### src/hdl/upd_pkg.sv
// Shared types, constants and helper functions for the URL percent decoder.
`timescale 1ns / 1ps
`default_nettype none
package upd_pkg;

    localparam logic [7:0] PCT_CHAR = 8'h25;
    localparam logic [7:0] PRINT_LO = 8'h20;
    localparam logic [7:0] PRINT_HI = 8'h7E;
    localparam logic [3:0] HEX_ALPHA_BASE = 4'd10;

    localparam logic [1:0] PH_IDLE  = 2'd0;
    localparam logic [1:0] PH_PCT   = 2'd1;
    localparam logic [1:0] PH_DIGIT = 2'd2;

    localparam logic [1:0] MAX_CHARS = 2'd3;

    typedef struct packed {
        logic [7:0] in_char;
        logic       is_final;
    } item_t;

    typedef struct packed {
        logic [7:0] out_char;
        logic       run_last;
    } result_t;

    // Up to three output characters produced by one request.
    typedef struct packed {
        logic [2:0][7:0] chars;
        logic [1:0]      cnt;
    } bundle_t;

    function automatic logic is_hex(input logic [7:0] c);
        is_hex = (c >= 8'h30 && c <= 8'h39) || (c >= 8'h41 && c <= 8'h46)
              || (c >= 8'h61 && c <= 8'h66);
    endfunction

    function automatic logic [3:0] hex_val(input logic [7:0] c);
        logic [3:0] v;
        v = 4'd0;
        if (c >= 8'h30 && c <= 8'h39)
        begin
            v = c[3:0];
        end
        else if ((c >= 8'h41 && c <= 8'h46) || (c >= 8'h61 && c <= 8'h66))
        begin
            v = c[3:0] - 4'd1 + HEX_ALPHA_BASE;
        end
        hex_val = v;
    endfunction

    function automatic bundle_t add_char(input bundle_t b, input logic [7:0] c);
        bundle_t r;
        r = b;
        if (r.cnt != MAX_CHARS)
        begin
            r.chars[r.cnt] = c;
            r.cnt = r.cnt + 2'd1;
        end
        add_char = r;
    endfunction

endpackage
`default_nettype wire

### src/hdl/upd_front.sv
// Front end: accepts characters, tracks the escape phase and forms output bundles.
`timescale 1ns / 1ps
`default_nettype none
module upd_front (
    input  wire logic           clk,
    input  wire logic           rst_n,
    input  wire logic           push,
    input  wire upd_pkg::item_t item,
    input  wire logic           q_full,
    output logic                full,
    output logic                wr_en,
    output upd_pkg::bundle_t    wr_data
);
    import upd_pkg::*;

    logic [1:0] phase_reg, phase_next;
    logic [7:0] held_reg, held_next;
    logic       accept;
    logic       take;
    logic [7:0] dec_byte;
    bundle_t    b;

    assign full   = q_full;
    assign accept = push && !q_full;

    always_comb
    begin
        b          = '0;
        phase_next = PH_IDLE;
        held_next  = held_reg;
        take       = 1'b0;
        dec_byte   = {hex_val(held_reg), hex_val(item.in_char)};
        priority if (phase_reg == PH_PCT)
        begin
            if (is_hex(item.in_char))
            begin
                phase_next = PH_DIGIT;
                held_next  = item.in_char;
            end
            else
            begin
                b    = add_char(b, PCT_CHAR);
                take = 1'b1;
            end
        end
        else if (phase_reg == PH_DIGIT)
        begin
            held_next = 8'd0;
            if (is_hex(item.in_char))
            begin
                if (dec_byte >= PRINT_LO && dec_byte <= PRINT_HI)
                begin
                    b = add_char(b, dec_byte);
                end
                else
                begin
                    b = add_char(b, PCT_CHAR);
                    b = add_char(b, held_reg);
                    b = add_char(b, item.in_char);
                end
            end
            else
            begin
                b    = add_char(b, PCT_CHAR);
                b    = add_char(b, held_reg);
                take = 1'b1;
            end
        end
        else
        begin
            take = 1'b1;
        end

        if (take)
        begin
            if (item.in_char == PCT_CHAR)
            begin
                phase_next = PH_PCT;
            end
            else
            begin
                b = add_char(b, item.in_char);
            end
        end

        if (item.is_final)
        begin
            if (phase_next == PH_PCT || phase_next == PH_DIGIT)
            begin
                b = add_char(b, PCT_CHAR);
            end
            if (phase_next == PH_DIGIT)
            begin
                b = add_char(b, held_next);
            end
            phase_next = PH_IDLE;
            held_next  = 8'd0;
        end
    end

    assign wr_en   = accept && (b.cnt != 2'd0);
    assign wr_data = b;

    always_ff @(posedge clk or negedge rst_n)
    begin
        if (!rst_n)
        begin
            phase_reg <= PH_IDLE;
            held_reg  <= 8'd0;
        end
        else if (accept)
        begin
            phase_reg <= phase_next;
            held_reg  <= held_next;
        end
    end

endmodule
`default_nettype wire

### src/hdl/upd_queue.sv
// Small bundle queue between the front end and the output serializer.
`timescale 1ns / 1ps
`default_nettype none
module upd_queue #(
    parameter int DEPTH = 2
) (
    input  wire logic             clk,
    input  wire logic             rst_n,
    input  wire logic             wr_en,
    input  wire upd_pkg::bundle_t wr_data,
    input  wire logic             rd_en,
    output upd_pkg::bundle_t      rd_data,
    output logic                  q_full,
    output logic                  q_empty
);
    import upd_pkg::*;

    localparam int PW = $clog2(DEPTH);
    localparam int CW = $clog2(DEPTH + 1);
    localparam logic [PW-1:0] LAST_PTR = PW'(DEPTH - 1);
    localparam logic [CW-1:0] FULL_CNT = CW'(DEPTH);

    bundle_t       mem [DEPTH];
    logic [PW-1:0] wptr_reg, wptr_next;
    logic [PW-1:0] rptr_reg, rptr_next;
    logic [CW-1:0] cnt_reg, cnt_next;
    logic          do_wr, do_rd;

    assign q_full  = (cnt_reg == FULL_CNT);
    assign q_empty = (cnt_reg == '0);
    assign do_wr   = wr_en && !q_full;
    assign do_rd   = rd_en && !q_empty;
    assign rd_data = mem[rptr_reg];

    always_comb
    begin
        wptr_next = wptr_reg;
        rptr_next = rptr_reg;
        cnt_next  = cnt_reg;
        if (do_wr)
        begin
            wptr_next = (wptr_reg == LAST_PTR) ? '0 : wptr_reg + PW'(1);
        end
        if (do_rd)
        begin
            rptr_next = (rptr_reg == LAST_PTR) ? '0 : rptr_reg + PW'(1);
        end
        if (do_wr && !do_rd)
        begin
            cnt_next = cnt_reg + CW'(1);
        end
        else if (do_rd && !do_wr)
        begin
            cnt_next = cnt_reg - CW'(1);
        end
    end

    always_ff @(posedge clk)
    begin
        if (do_wr)
        begin
            mem[wptr_reg] <= wr_data;
        end
    end

    always_ff @(posedge clk or negedge rst_n)
    begin
        if (!rst_n)
        begin
            wptr_reg <= '0;
            rptr_reg <= '0;
            cnt_reg  <= '0;
        end
        else
        begin
            wptr_reg <= wptr_next;
            rptr_reg <= rptr_next;
            cnt_reg  <= cnt_next;
        end
    end

endmodule
`default_nettype wire

### src/hdl/upd_back.sv
// Back end: hands out the characters of the oldest bundle one result at a time.
`timescale 1ns / 1ps
`default_nettype none
module upd_back (
    input  wire logic             clk,
    input  wire logic             rst_n,
    input  wire upd_pkg::bundle_t rd_data,
    input  wire logic             q_empty,
    input  wire logic             pop,
    output logic                  rd_en,
    output logic                  empty,
    output upd_pkg::result_t      result
);
    import upd_pkg::*;

    logic [1:0] idx_reg, idx_next;
    logic       last;
    logic       fire;

    assign empty = q_empty;
    assign fire  = pop && !q_empty;
    assign last  = (idx_reg == rd_data.cnt - 2'd1);
    assign rd_en = fire && last;

    assign result.out_char = rd_data.chars[idx_reg];
    assign result.run_last = last;

    always_comb
    begin
        idx_next = idx_reg;
        if (fire)
        begin
            idx_next = last ? 2'd0 : idx_reg + 2'd1;
        end
    end

    always_ff @(posedge clk or negedge rst_n)
    begin
        if (!rst_n)
        begin
            idx_reg <= 2'd0;
        end
        else
        begin
            idx_reg <= idx_next;
        end
    end

endmodule
`default_nettype wire

### src/hdl/url_percent_decoder.sv
// Top level of the streaming URL percent decoder.
// One path character is taken per request, and a character can be taken in every cycle
// while the internal bundle queue has room. Each request yields zero to three result
// characters; the output side gives one result per cycle while pop is high and the queue
// is not empty, so an escape that is passed through unchanged yields three results, and
// the queue of QUEUE_DEPTH bundles between the front end and the output serializer sets
// how long input keeps flowing while the output drains or stalls.
`timescale 1ns / 1ps
`default_nettype none
module url_percent_decoder #(
    parameter int QUEUE_DEPTH = 2
) (
    input  wire logic           clk,
    input  wire logic           rst_n,
    input  wire logic           push,
    output logic                full,
    input  wire upd_pkg::item_t item,
    output logic                empty,
    input  wire logic           pop,
    output upd_pkg::result_t    result
);
    import upd_pkg::*;

    logic    wr_en, rd_en, q_full, q_empty;
    bundle_t wr_data, rd_data;

    upd_front u_front (
        .clk     (clk),
        .rst_n   (rst_n),
        .push    (push),
        .item    (item),
        .q_full  (q_full),
        .full    (full),
        .wr_en   (wr_en),
        .wr_data (wr_data)
    );

    upd_queue #(
        .DEPTH (QUEUE_DEPTH)
    ) u_queue (
        .clk     (clk),
        .rst_n   (rst_n),
        .wr_en   (wr_en),
        .wr_data (wr_data),
        .rd_en   (rd_en),
        .rd_data (rd_data),
        .q_full  (q_full),
        .q_empty (q_empty)
    );

    upd_back u_back (
        .clk     (clk),
        .rst_n   (rst_n),
        .rd_data (rd_data),
        .q_empty (q_empty),
        .pop     (pop),
        .rd_en   (rd_en),
        .empty   (empty),
        .result  (result)
    );

endmodule
`default_nettype wire

### config.mk
export PLATFORM = sky130hd
export DESIGN_NAME = url_percent_decoder
export DESIGN_NICKNAME = d
export VERILOG_FILES = /design/src/hdl/upd_pkg.sv /design/src/hdl/upd_front.sv /design/src/hdl/upd_queue.sv /design/src/hdl/upd_back.sv /design/src/hdl/url_percent_decoder.sv
export SDC_FILE = /design/constraint.sdc
export NUM_CORES = 1
export LEC_CHECK = 0
export BUFFER_PORTS_ARGS = -buffer_cell sky130_fd_sc_hd__buf_2
export CORE_MARGIN = 10
export CORE_UTILIZATION = 49
export CTS_CLUSTER_SIZE = 12
export DETAILED_ROUTE_END_ITERATION = 6
export GPL_TIMING_DRIVEN = 0
export PLACE_DENSITY = 0.7
export SETUP_SLACK_MARGIN = 0.2
export SKIP_CTS_REPAIR_TIMING = 1
export SLEW_MARGIN = 20
export SYNTH_ARGS = -nofsm -noshare
export SYNTH_HDL_FRONTEND = slang
export SYNTH_SLANG_ARGS = --single-unit
### constraint.sdc
create_clock -name clk -period 5.8 [get_ports clk]
set_input_delay 0.87 -clock clk [delete_from_list [all_inputs] [get_ports clk]]
set_output_delay 0.87 -clock clk [all_outputs]
set_load 0.02 [all_outputs]
== Yosys cells after proc, flatten, opt, wreduce, memory -nomap -nowiden ==
Memories as Yosys holds them, arrays and structs flattened.
Index checks and enable logic that the tools add are counted.
W data, S select, Z words.

* $add $sub $neg: 16
* Multiply operators: 0
* Divide/modulo/power cells: 0
* $lt $le $gt $ge: 27
* Eq/ne operators: 13
* Shifts and indexed selects: 0
* Multiplexer cells: 70
* Bitwise gates (word level): 3
* Reduce and logical (&&, ||, !) cells: 33

{| class="wikitable"
|+ Operator list
! cell !! number
|-
| $mux W26 || 20
|-
| $bwmux W24 || 5
|-
| $demux W8 S2 || 6
|-
| $mux W8 || 12
|-
| $mux W10 || 7
|-
| $le A8 B7 Y1 const B || 5
|-
| $ge A8 B7 Y1 const B || 4
|-
| $ge A8 B6 Y1 const B || 3
|-
| $logic_and A1 B1 Y1 || 21
|-
| $lt A2 B3 Y1 const B || 7
|-
| $add A2 B1 Y2 const B || 8
|-
| $bmux W8 S2 || 1
|-
| $le A8 B6 Y1 const B || 2
|-
| $mux W2 || 8
|-
| $mux W4 || 4
|-
| $and A15 B15 Y15 || 1
|-
| $not A15 Y15 || 1
|-
| $ge A2 B1 Y1 const B || 6
|-
| $ne A2 B2 Y1 const B || 6
|-
| $or A9 B9 Y9 || 1
|-
| $add A4 B4 Y4 const B || 2
|-
| $eq A8 B6 Y1 const B || 1
|-
| $sub A4 B1 Y4 const B || 2
|-
| $mux W1 || 7
|-
| other kinds (9) || 22
|}

* Bits in registers: 16
* Latch bits: 0
* Memory bits (writable): 52
* Bits in read-only memories: 0
* Bits of input ports: 13
* Output and inout port bits: 11
* Logic and storage cells: 169
* Memories kept: 1

{| class="wikitable"
|+ Memories
! name !! depth !! width !! rd ports !! clocked after memory_dff !! write ports !! RTL line !! text
|-
| u_queue.mem || 2 || 26 || 1 || 0 || 1 || upd_queue.sv:23 || <nowiki>bundle_t mem [DEPTH];</nowiki>
|}

== Longest topological paths before layout ==
Gate-level depths: netlist of the first run.

* Word-level depth: 63
* Mapped depth: 13
* Mapped depth without buffers: 12

== Hierarchy ==
A second synthesis of the first run with hierarchy kept.

* Cell total of the unflattened synthesis: 387
* Area, all modules: 4324.1 sq um

{| class="wikitable"
|+ Modules (own cells, without submodules)
! module !! instances !! cells an instance !! area each (sq um) !! seq. area each (sq um)
|-
| upd_queue || 1 || 100 || 2173.3 || 1661.6
|-
| upd_front || 1 || 242 || 1826.8 || 250.2
|-
| upd_back || 1 || 45 || 324.1 || 50.0
|}

== Worst setup path after synthesis of the first run ==
OpenSTA, ideal clock, no wires.

* Kind: input-to-reg
* From: input port item[1] (netlist bit)
* To: memory u_queue.mem[0][0] (netlist bit) (enable)
* Setup time: 412 ps
* Arrival: 3757 ps
* Data required time: 5388 ps
* Slack: 1631 ps
* Stages: 10
* Path buffers: 1
* Cells stage by stage: buf_2 > inv_1 > ha_1 > inv_1 > o311ai_1 > o21ai_2 > nand2_1 > a21oi_1 > a21oi_1 > nor2b_1

* Longest elaborated chain between the ends: 28
* Elaborated cells between the ends (all ways): 55
* Classes of those cells: add/sub: 5; order compare: 8; eq/ne: 6; mux: 25; reduce/logical: 11

{| class="wikitable"
|+ RTL lines
! element !! RTL line !! text
|-
| start: declaration || url_percent_decoder.sv:17 || <nowiki>input wire upd_pkg::item_t item,</nowiki>
|-
| parallel branches: the longest is 22 deep, another holds $ge A8 B6 Y1 || n/a ||
|-
| $mux W26 (*) || upd_front.sv:86 || <nowiki>if (item.is_final)</nowiki>
|-
| $reduce_bool A2 Y1 (*) || upd_front.sv:101 || <nowiki>assign wr_en = accept && (b.cnt != 2'd0);</nowiki>
|-
| $logic_and A1 B1 Y1 (*) || upd_front.sv:101 ||
|-
| $logic_and A1 B1 Y1 (*) || upd_queue.sv:31 || <nowiki>assign do_wr = wr_en && !q_full;</nowiki>
|-
| net u_queue.do_wr || upd_queue.sv:27 || <nowiki>logic do_wr, do_rd;</nowiki>
|-
| $mux W1 (*) || upd_queue.sv:60 || <nowiki>if (do_wr)</nowiki>
|-
| $mux W1 (not written as such) (*) || upd_queue.sv:62 || <nowiki>mem[wptr_reg] <= wr_data;</nowiki>
|-
| end: declaration || upd_queue.sv:23 ||
|}

Mark *: on every way through the listed nets, which the timed path passes. The select of a mux whose other input is x is not followed.

== Worst setup path after layout of the first run ==
* From: input port item[1] (netlist bit)
* To: memory u_queue.mem[0][16] (netlist bit) (enable)

The elaborated chain is that of the path after synthesis.

==> results of run 1 <==
==> stage by stage <==
step | area, um2 | total power [mW] | utilization, % | worst slack, ns | hold WS [ns]
finish | 4203 | 1.628 | 57.03 | 1.934 | 0.4217
global route | 4203 | 1.728 | 57.03 | 1.638 | 0.4378
CTS | 4203 | 1.646 | 57.03 | 1.963 | 0.4221
detailed placement | 4016 | 1.289 | 54.50 | 1.588 | 0.5341
global placement | 4008 | 1.275 | 54.38 | 0.4740 | 0.4689
floorplan | 3779 | 1.123 | - | 1.631 | 0.4555
==> cell type report <==
class / count / share of cell area (%)
timing repair buffer: 21 / 2.501
multi-input combinational: 221 / 39.74
clock inverter: 6 / 1.161
tap: 99 / 2.947
sequential: 68 / 46.68
buffer: 19 / 2.173
clock buffer: 10 / 3.275
inverter: 17 / 1.518
==> per-layer routing <==
layer  vias up  global-route usage, %  routed length [um]  share of wire [%]
li1       1293                      -                   -                  -
met2        97                  24.63                4062                 47
met3        10                  4.491                 612                7.1
met1      1341                  19.76                3891                 45
met5         -                      0                   0                  0
met4         0                  5.534                 102                1.2
==> critical path, cell delays in order <==
cell	delay, ns
buf_2	0.11
buf_2	0.22
inv_1	0.15
ha_1	0.26
o21ba_2	0.23
o21ai_0	0.35
o21ai_2	0.20
nand2_1	0.24
a21oi_1	0.13
a21oi_1	0.34
nor2b_4	0.72
==> cell families after synthesis <==
family,after synthesis
flops,68
compound gates,94
xor+xnor,6
mux,20
buf+inv,36
fa+ha+maj,9
simple gates,92
==> where the power goes <==
part           switching (mW)  internal [mW]
combinational           0.351          0.233
sequential             0.0397          0.644
clock                   0.192          0.169
==> cells in the final DEF (no fill, tap or decap), types with 9 or more instances in the layout <==
cell	count
inv_1	17
nand2b_1	9
buf_2	25
a21oi_1	19
o21ai_0	13
ha_1	9
dfrtp_1	16
o22ai_1	10
clkbuf_1	10
nor2_1	24
edfxtp_1	52
mux2i_1	10
clkbuf_8	10
nand2_1	20
==> worst min path at each step <==
stage | start | end
finish | rst_n | u_back.idx_reg[1]$_DFFE_PN0P_
detailed placement | u_queue.wptr_reg$_DFFE_PN0P_ | u_queue.wptr_reg$_DFFE_PN0P_
global placement | u_queue.wptr_reg$_DFFE_PN0P_ | u_queue.wptr_reg$_DFFE_PN0P_
CTS | rst_n | u_back.idx_reg[1]$_DFFE_PN0P_
global route | rst_n | u_queue.rptr_reg$_DFFE_PN0P_
floorplan | u_queue.wptr_reg$_DFFE_PN0P_ | u_queue.wptr_reg$_DFFE_PN0P_
==> impl_results.html, run 1 <==
<table>
<tr><th>Metric</th><th>Value</th></tr>
<tr><th colspan="2">STA</th></tr>
<tr><td>Final worst path period share</td><td>66.65%</td></tr>
<tr><td>Final count of pins violating max slew</td><td>0</td></tr>
<tr><td>Unrepaired setup endpoints after global routing</td><td>false</td></tr>
<tr><td>Final setup fails</td><td>0</td></tr>
<tr><td>Post-route minimum period</td><td>3.866 ns</td></tr>
<tr><td>Slew at the pin with the worst max-slew slack</td><td>0.7934 ns</td></tr>
<tr><td>Setup tns final</td><td>0 ns</td></tr>
<tr><td>Count of final hold-check violations</td><td>0</td></tr>
<tr><td>Max-slew headroom at the worst pin</td><td>47.10%</td></tr>
<tr><td>Worst-case clock skew</td><td>0.01041 ns</td></tr>
<tr><td>Achievable frequency</td><td>258.7 MHz</td></tr>
<tr><th colspan="2">Synthesis</th></tr>
<tr><td>Yosys reg bits</td><td>68</td></tr>
<tr><td>Dominant register cell in the synthesized netlist</td><td>edfxtp_1</td></tr>
<tr><td>Mux contribution to synthesized area</td><td>8.013%</td></tr>
<tr><td>Mapped Avg Cell Area</td><td>11.63 um2</td></tr>
<tr><td>Number of cells produced by synthesis</td><td>325</td></tr>
<tr><td>Synth area leader</td><td>edfxtp_1</td></tr>
<tr><td>Synthesized area</td><td>3779 um2</td></tr>
<tr><td>Share of the synthesized area in compound gates (AO/OA/AOI/OAI)</td><td>18.08%</td></tr>
<tr><td>Dominant combinational cell family by area after synthesis</td><td>compound AO/OA/AOI/OAI gates</td></tr>
<tr><td>Synthesized Nets</td><td>347</td></tr>
<tr><td>Xor and xnor area share after synthesis</td><td>1.391%</td></tr>
<tr><td>Most frequent cell after synthesis</td><td>edfxtp_1</td></tr>
<tr><td>Simple-gate portion of the synthesized area</td><td>13.51%</td></tr>
<tr><td>Post-synthesis adder-cell area fraction</td><td>2.980%</td></tr>
<tr><td>Top cells by count, synth</td><td>52 x edfxtp_1, 24 x nor2_1, 20 x nand2_1, 19 x a21oi_1, 17 x inv_1</td></tr>
<tr><td>Proportion of synthesized flip-flops having asynchronous set or reset</td><td>23.53%</td></tr>
<tr><td>Number of distinct library cells after synthesis</td><td>63</td></tr>
<tr><td>Post-synth EDFFs</td><td>52</td></tr>
<tr><td>Proportion of netlist area held by the largest area contributor</td><td>41.32%</td></tr>
<tr><td>Sequential share of the synthesized area</td><td>51.92%</td></tr>
<tr><td>Count of warnings emitted by yosys</td><td>0</td></tr>
<tr><td>Cells taking the most area after synthesis</td><td>edfxtp_1 41%, dfrtp_1 11%, mux4_2 4.8%, ha_1 3.0%, mux2i_1 2.6%</td></tr>
<tr><th colspan="2">Drt</th></tr>
<tr><td>Average detailed-routed wire length per instance</td><td>18.80 um</td></tr>
<tr><td>Via/cell ratio</td><td>5.946</td></tr>
<tr><td>Detailed Route WL</td><td>8669 um</td></tr>
<tr><td>Number of iterations in the first detailed-routing pass</td><td>5</td></tr>
<tr><td>Number of vias after detailed routing</td><td>2,741</td></tr>
<tr><td>Number of DRC markers in iteration 0</td><td>241</td></tr>
<tr><td>Drc violations</td><td>0</td></tr>
<tr><td>Remaining antenna violation count</td><td>0</td></tr>
<tr><th colspan="2">Final layout</th></tr>
<tr><td>Non-Filler Instances</td><td>461</td></tr>
<tr><td>Number of flip-flops under the largest register name</td><td>52</td></tr>
<tr><td>Number of nets in the final layout</td><td>379</td></tr>
<tr><td>Register area</td><td>1962 um2</td></tr>
<tr><td>Number of filler cells placed in the layout</td><td>631</td></tr>
<tr><td>Multi-input gate area in the final layout</td><td>1670 um2</td></tr>
<tr><td>ANT cells</td><td>0</td></tr>
<tr><td>Layout cells sized above 1</td><td>19.89%</td></tr>
<tr><td>Area overhead of the layout relative to synthesis</td><td>11.23%</td></tr>
<tr><th colspan="2">Floorplan</th></tr>
<tr><td>Number of placement rows</td><td>31</td></tr>
<tr><td>Initial cell density of the core</td><td>51.27%</td></tr>
<tr><td>Height of the die</td><td>107.8 um</td></tr>
<tr><td>CORE AREA</td><td>7370 um2</td></tr>
<tr><td>Die outline area</td><td>11,620 um2</td></tr>
<tr><td>Overall die width</td><td>107.8 um</td></tr>
<tr><td>Io pins</td><td>24</td></tr>
<tr><th colspan="2">Global route</th></tr>
<tr><td>GRT Util Overall</td><td>15.54%</td></tr>
<tr><td>Antenna violations before repair</td><td>0</td></tr>
<tr><td>Vias in the first global route</td><td>2,698</td></tr>
<tr><td>Grt ovf</td><td>0</td></tr>
<tr><td>Wire length of the first global-routing pass</td><td>14,030 um</td></tr>
<tr><td>Largest net degree at the start of global routing</td><td>27</td></tr>
<tr><th colspan="2">Critical path</th></tr>
<tr><td>R2R setup slack</td><td>2.70 ns</td></tr>
<tr><td>Kind of end point of the critical path</td><td>flip-flop</td></tr>
<tr><td>Crit-path max FO</td><td>26</td></tr>
<tr><td>Startpoint kind of the worst setup timing path</td><td>primary input</td></tr>
<tr><td>CP Data Required Time</td><td>5.78 ns</td></tr>
<tr><td>Reg2reg end</td><td>u_queue.mem[1][3]$_DFFE_PP_</td></tr>
<tr><td>Worst Setup Path Type</td><td>in2reg</td></tr>
<tr><td>End point of the critical path</td><td>u_queue.mem[0][16]$_DFFE_PP_</td></tr>
<tr><td>Data arrival time at the worst-slack endpoint</td><td>3.84 ns</td></tr>
<tr><td>Depth of the most critical reg-to-reg path</td><td>9</td></tr>
<tr><td>CP Launch Point</td><td>item[1]</td></tr>
<tr><td>Reg-to-Reg Start</td><td>u_front.held_reg[0]$_DFFE_PN0P_</td></tr>
<tr><th colspan="2">Run</th></tr>
<tr><td>Max Cap Violations</td><td>0</td></tr>
<tr><th colspan="2">Place</th></tr>
<tr><td>IO buf count</td><td>21</td></tr>
<tr><td>DPL Wire Length</td><td>6325 um</td></tr>
<tr><td>Final weighted congestion of routability-driven global placement</td><td>0.9408</td></tr>
<tr><td>Placed Cells incl. Taps</td><td>445</td></tr>
<tr><th colspan="2">Clock network</th></tr>
<tr><td>Number of sinks on the clock net</td><td>68</td></tr>
<tr><td>CTS Buf Count</td><td>9</td></tr>
<tr><td>CTS root buffer</td><td>clkbuf_8</td></tr>
<tr><td>Clock network latency to the later pin of the worst-skew pair</td><td>0.35 ns</td></tr>
<tr><td>TritonCTS clock tree</td><td>yes</td></tr>
<tr><td>Total number of H-tree levels</td><td>3</td></tr>
<tr><td>Buffers from clock root to sink, at most</td><td>2</td></tr>
<tr><td>Reg clk slew, reported paths</td><td>0.08 ns</td></tr>
<tr><th colspan="2">Pwr</th></tr>
<tr><td>Ratio of total power to cell area</td><td>387.4 nW/um2</td></tr>
<tr><td>Leakage power</td><td>1.645 nW</td></tr>
<tr><td>Worst-case vdd ir drop</td><td>0.1743 mV</td></tr>
<tr><th colspan="2">Hold path</th></tr>
<tr><td>Path class of the lowest-slack min-delay path</td><td>in2async</td></tr>
<tr><th colspan="2">Run status</th></tr>
<tr><td>Status</td><td>finished clean</td></tr>
</table>
Power figures use the tool's default switching activity.
==> run 2, diff against run 1 <==
Clock period 5.8 ns to 3.8 ns, I/O delays scaled along.
==> impl_results.html, run 2 (synthesized netlist as in run 1, its figures left out) <==
<table>
<tr><th>Metric</th><th>Value</th></tr>
<tr><th colspan="2">Drt</th></tr>
<tr><td>Detailed Route WL</td><td>8718 um</td></tr>
<tr><td>Number of vias after detailed routing</td><td>2,742</td></tr>
<tr><td>Total length of routed met3 wires</td><td>573 um</td></tr>
<tr><td>Met2 Routed Length</td><td>4195 um</td></tr>
<tr><td>Highest metal layer used by the detailed router</td><td>met4</td></tr>
<tr><td>Drc violations</td><td>0</td></tr>
<tr><td>Via/cell ratio</td><td>5.935</td></tr>
<tr><td>Metal-1 WL</td><td>3816 um</td></tr>
<tr><td>Average detailed-routed wire length per instance</td><td>18.87 um</td></tr>
<tr><td>Number of DRC markers in iteration 0</td><td>270</td></tr>
<tr><td>Remaining antenna violation count</td><td>0</td></tr>
<tr><td>Number of iterations in the first detailed-routing pass</td><td>5</td></tr>
<tr><th colspan="2">Global route</th></tr>
<tr><td>Antenna violations before repair</td><td>0</td></tr>
<tr><td>Wire length of the first global-routing pass</td><td>13,990 um</td></tr>
<tr><td>GRT Util Overall</td><td>15.46%</td></tr>
<tr><td>Largest net degree at the start of global routing</td><td>27</td></tr>
<tr><td>Grt ovf</td><td>0</td></tr>
<tr><td>Vias in the first global route</td><td>2,659</td></tr>
<tr><th colspan="2">Pwr</th></tr>
<tr><td>Worst-case vdd ir drop</td><td>0.2878 mV</td></tr>
<tr><td>Leakage power</td><td>1.652 nW</td></tr>
<tr><td>Ratio of total power to cell area</td><td>592.3 nW/um2</td></tr>
<tr><td>Power after layout</td><td>2.501 mW</td></tr>
<tr><th colspan="2">STA</th></tr>
<tr><td>Final setup fails</td><td>0</td></tr>
<tr><td>Achievable frequency</td><td>293.0 MHz</td></tr>
<tr><td>Max-slew headroom at the worst pin</td><td>48.86%</td></tr>
<tr><td>Final count of pins violating max slew</td><td>0</td></tr>
<tr><td>Post-route minimum period</td><td>3.413 ns</td></tr>
<tr><td>Slew at the pin with the worst max-slew slack</td><td>0.7671 ns</td></tr>
<tr><td>Count of final hold-check violations</td><td>0</td></tr>
<tr><td>Worst-case hold slack</td><td>0.1136 ns</td></tr>
<tr><td>Final worst setup slack</td><td>0.3866 ns</td></tr>
<tr><td>Unrepaired setup endpoints after global routing</td><td>false</td></tr>
<tr><td>Final worst path period share</td><td>89.83%</td></tr>
<tr><td>Worst-case clock skew</td><td>0.01355 ns</td></tr>
<tr><th colspan="2">Clock network</th></tr>
<tr><td>Total number of H-tree levels</td><td>3</td></tr>
<tr><td>Clock network latency to the later pin of the worst-skew pair</td><td>0.35 ns</td></tr>
<tr><td>Number of sinks on the clock net</td><td>68</td></tr>
<tr><td>TritonCTS clock tree</td><td>yes</td></tr>
<tr><td>CTS root buffer</td><td>clkbuf_8</td></tr>
<tr><td>Buffers from clock root to sink, at most</td><td>2</td></tr>
<tr><td>CTS Buf Count</td><td>9</td></tr>
<tr><td>Reg clk slew, reported paths</td><td>0.09 ns</td></tr>
<tr><th colspan="2">Floorplan</th></tr>
<tr><td>Io pins</td><td>24</td></tr>
<tr><td>Overall die width</td><td>107.8 um</td></tr>
<tr><td>CORE AREA</td><td>7370 um2</td></tr>
<tr><td>Die outline area</td><td>11,620 um2</td></tr>
<tr><td>Number of placement rows</td><td>31</td></tr>
<tr><td>Height of the die</td><td>107.8 um</td></tr>
<tr><td>Initial cell density of the core</td><td>51.27%</td></tr>
<tr><th colspan="2">Final layout</th></tr>
<tr><td>Number of filler cells placed in the layout</td><td>630</td></tr>
<tr><td>Final instance area</td><td>4222 um2</td></tr>
<tr><td>ANT cells</td><td>0</td></tr>
<tr><td>Leading cell type in the layout, fill and taps excluded</td><td>edfxtp_1</td></tr>
<tr><td>Number of flip-flops under the largest register name</td><td>52</td></tr>
<tr><td>Commonest cells after routing, fill and taps aside</td><td>52 x edfxtp_1, 25 x buf_2, 24 x nor2_1</td></tr>
<tr><td>Layout cells sized above 1</td><td>20.39%</td></tr>
<tr><td>Number of nets in the final layout</td><td>380</td></tr>
<tr><td>Area overhead of the layout relative to synthesis</td><td>11.72%</td></tr>
<tr><td>Non-Filler Instances</td><td>462</td></tr>
<tr><th colspan="2">Place</th></tr>
<tr><td>Placed Cells incl. Taps</td><td>445</td></tr>
<tr><td>IO buf count</td><td>21</td></tr>
<tr><td>Setup WS pre-CTS</td><td>-0.1426 ns</td></tr>
<tr><td>Final weighted congestion of routability-driven global placement</td><td>0.9390</td></tr>
<tr><td>Post-Place Cell Area</td><td>4016 um2</td></tr>
<tr><td>DPL Wire Length</td><td>6305 um</td></tr>
<tr><th colspan="2">Critical path</th></tr>
<tr><td>CP Data Required Time</td><td>3.80 ns</td></tr>
<tr><td>Crit-path max FO</td><td>13</td></tr>
<tr><td>Startpoint kind of the worst setup timing path</td><td>primary input</td></tr>
<tr><td>Worst Setup Path Type</td><td>in2reg</td></tr>
<tr><td>Data arrival time at the worst-slack endpoint</td><td>3.41 ns</td></tr>
<tr><td>Kind of end point of the critical path</td><td>flip-flop</td></tr>
<tr><th colspan="2">Run</th></tr>
<tr><td>Max Cap Violations</td><td>0</td></tr>
<tr><th colspan="2">Run status</th></tr>
<tr><td>Status</td><td>finished clean</td></tr>
<tr><th colspan="2">Hold path</th></tr>
<tr><td>Path class of the lowest-slack min-delay path</td><td>in2async</td></tr>
</table>
-- run 2: cell count changes in the layout (fill, tap and decap cells not counted) --
cell,previous run,this run
a21oi_1,19,18
a21oi_2,0,1
and2_2,1,0
and2_4,0,1
nor2b_4,1,2
-- run 2: final timing paths --
check                                                      from                         endpoint  slack, ns  cells after the start
worst max-delay path                                    item[1]      u_queue.mem[0][0]$_DFFE_PP_       0.39                     11
worst min-delay path                                      rst_n    u_back.idx_reg[0]$_DFFE_PN0P_       0.11                      1
worst max register to register  u_front.held_reg[0]$_DFFE_PN0P_     u_queue.mem[1][15]$_DFFE_PP_       0.74                      9
worst min register to register   u_queue.cnt_reg[0]$_DFFE_PN0P_   u_queue.cnt_reg[0]$_DFFE_PN0P_       0.59                      1
max in group asynchronous                                 rst_n  u_front.held_reg[0]$_DFFE_PN0P_       3.41                      1
min in group clk                                        item[4]  u_front.held_reg[3]$_DFFE_PN0P_       0.52                      2
-- run 2: final cells by class --
cell class | instances | area (um2) | share of cell area, %
repair buffers | 21 | 105.1 | 2.490
plain buffers | 19 | 91.34 | 2.164
inverters | 17 | 63.81 | 1.512
clock inverters | 6 | 48.80 | 1.156
clock buffers | 10 | 137.6 | 3.260
flip-flops and latches | 68 | 1962 | 46.47
multi-input cells | 222 | 1689 | 40.01
well taps | 99 | 123.9 | 2.934
-- run 2: metal layers --
| metal | track usage, % | vias to the layer above |
|---|---|---|
| met5 | 0 | - |
| met4 | 6.298 | 0 |
| met3 | 4.192 | 11 |
| met2 | 23.94 | 86 |
| met1 | 19.96 | 1346 |
| li1 | - | 1299 |
-- run 2: through the flow --
step | util, % | setup TNS (ns)
2_1_floorplan | - | 0
3_3_place_gp | 54.41 | -25.50
3_5_place_dp | 54.50 | -5.011
4_1_cts | 57.03 | 0
5_1_grt | 57.28 | 0
6_report | 57.28 | 0
-- run 2: critical path: stages --
cell	delay, ns
buf_2	0.12
buf_2	0.18
inv_1	0.18
ha_1	0.21
inv_1	0.05
o311ai_1	0.57
o21ai_2	0.25
nand2_1	0.25
a21oi_1	0.15
a21oi_2	0.36
nor2b_4	0.50
-- run 2: report_power, final --
group | internal (mW) | switching (mW) | total [mW]
combinational | 0.364 | 0.543 | 0.907
sequential | 0.981 | 0.0680 | 1.05
clock | 0.258 | 0.286 | 0.545
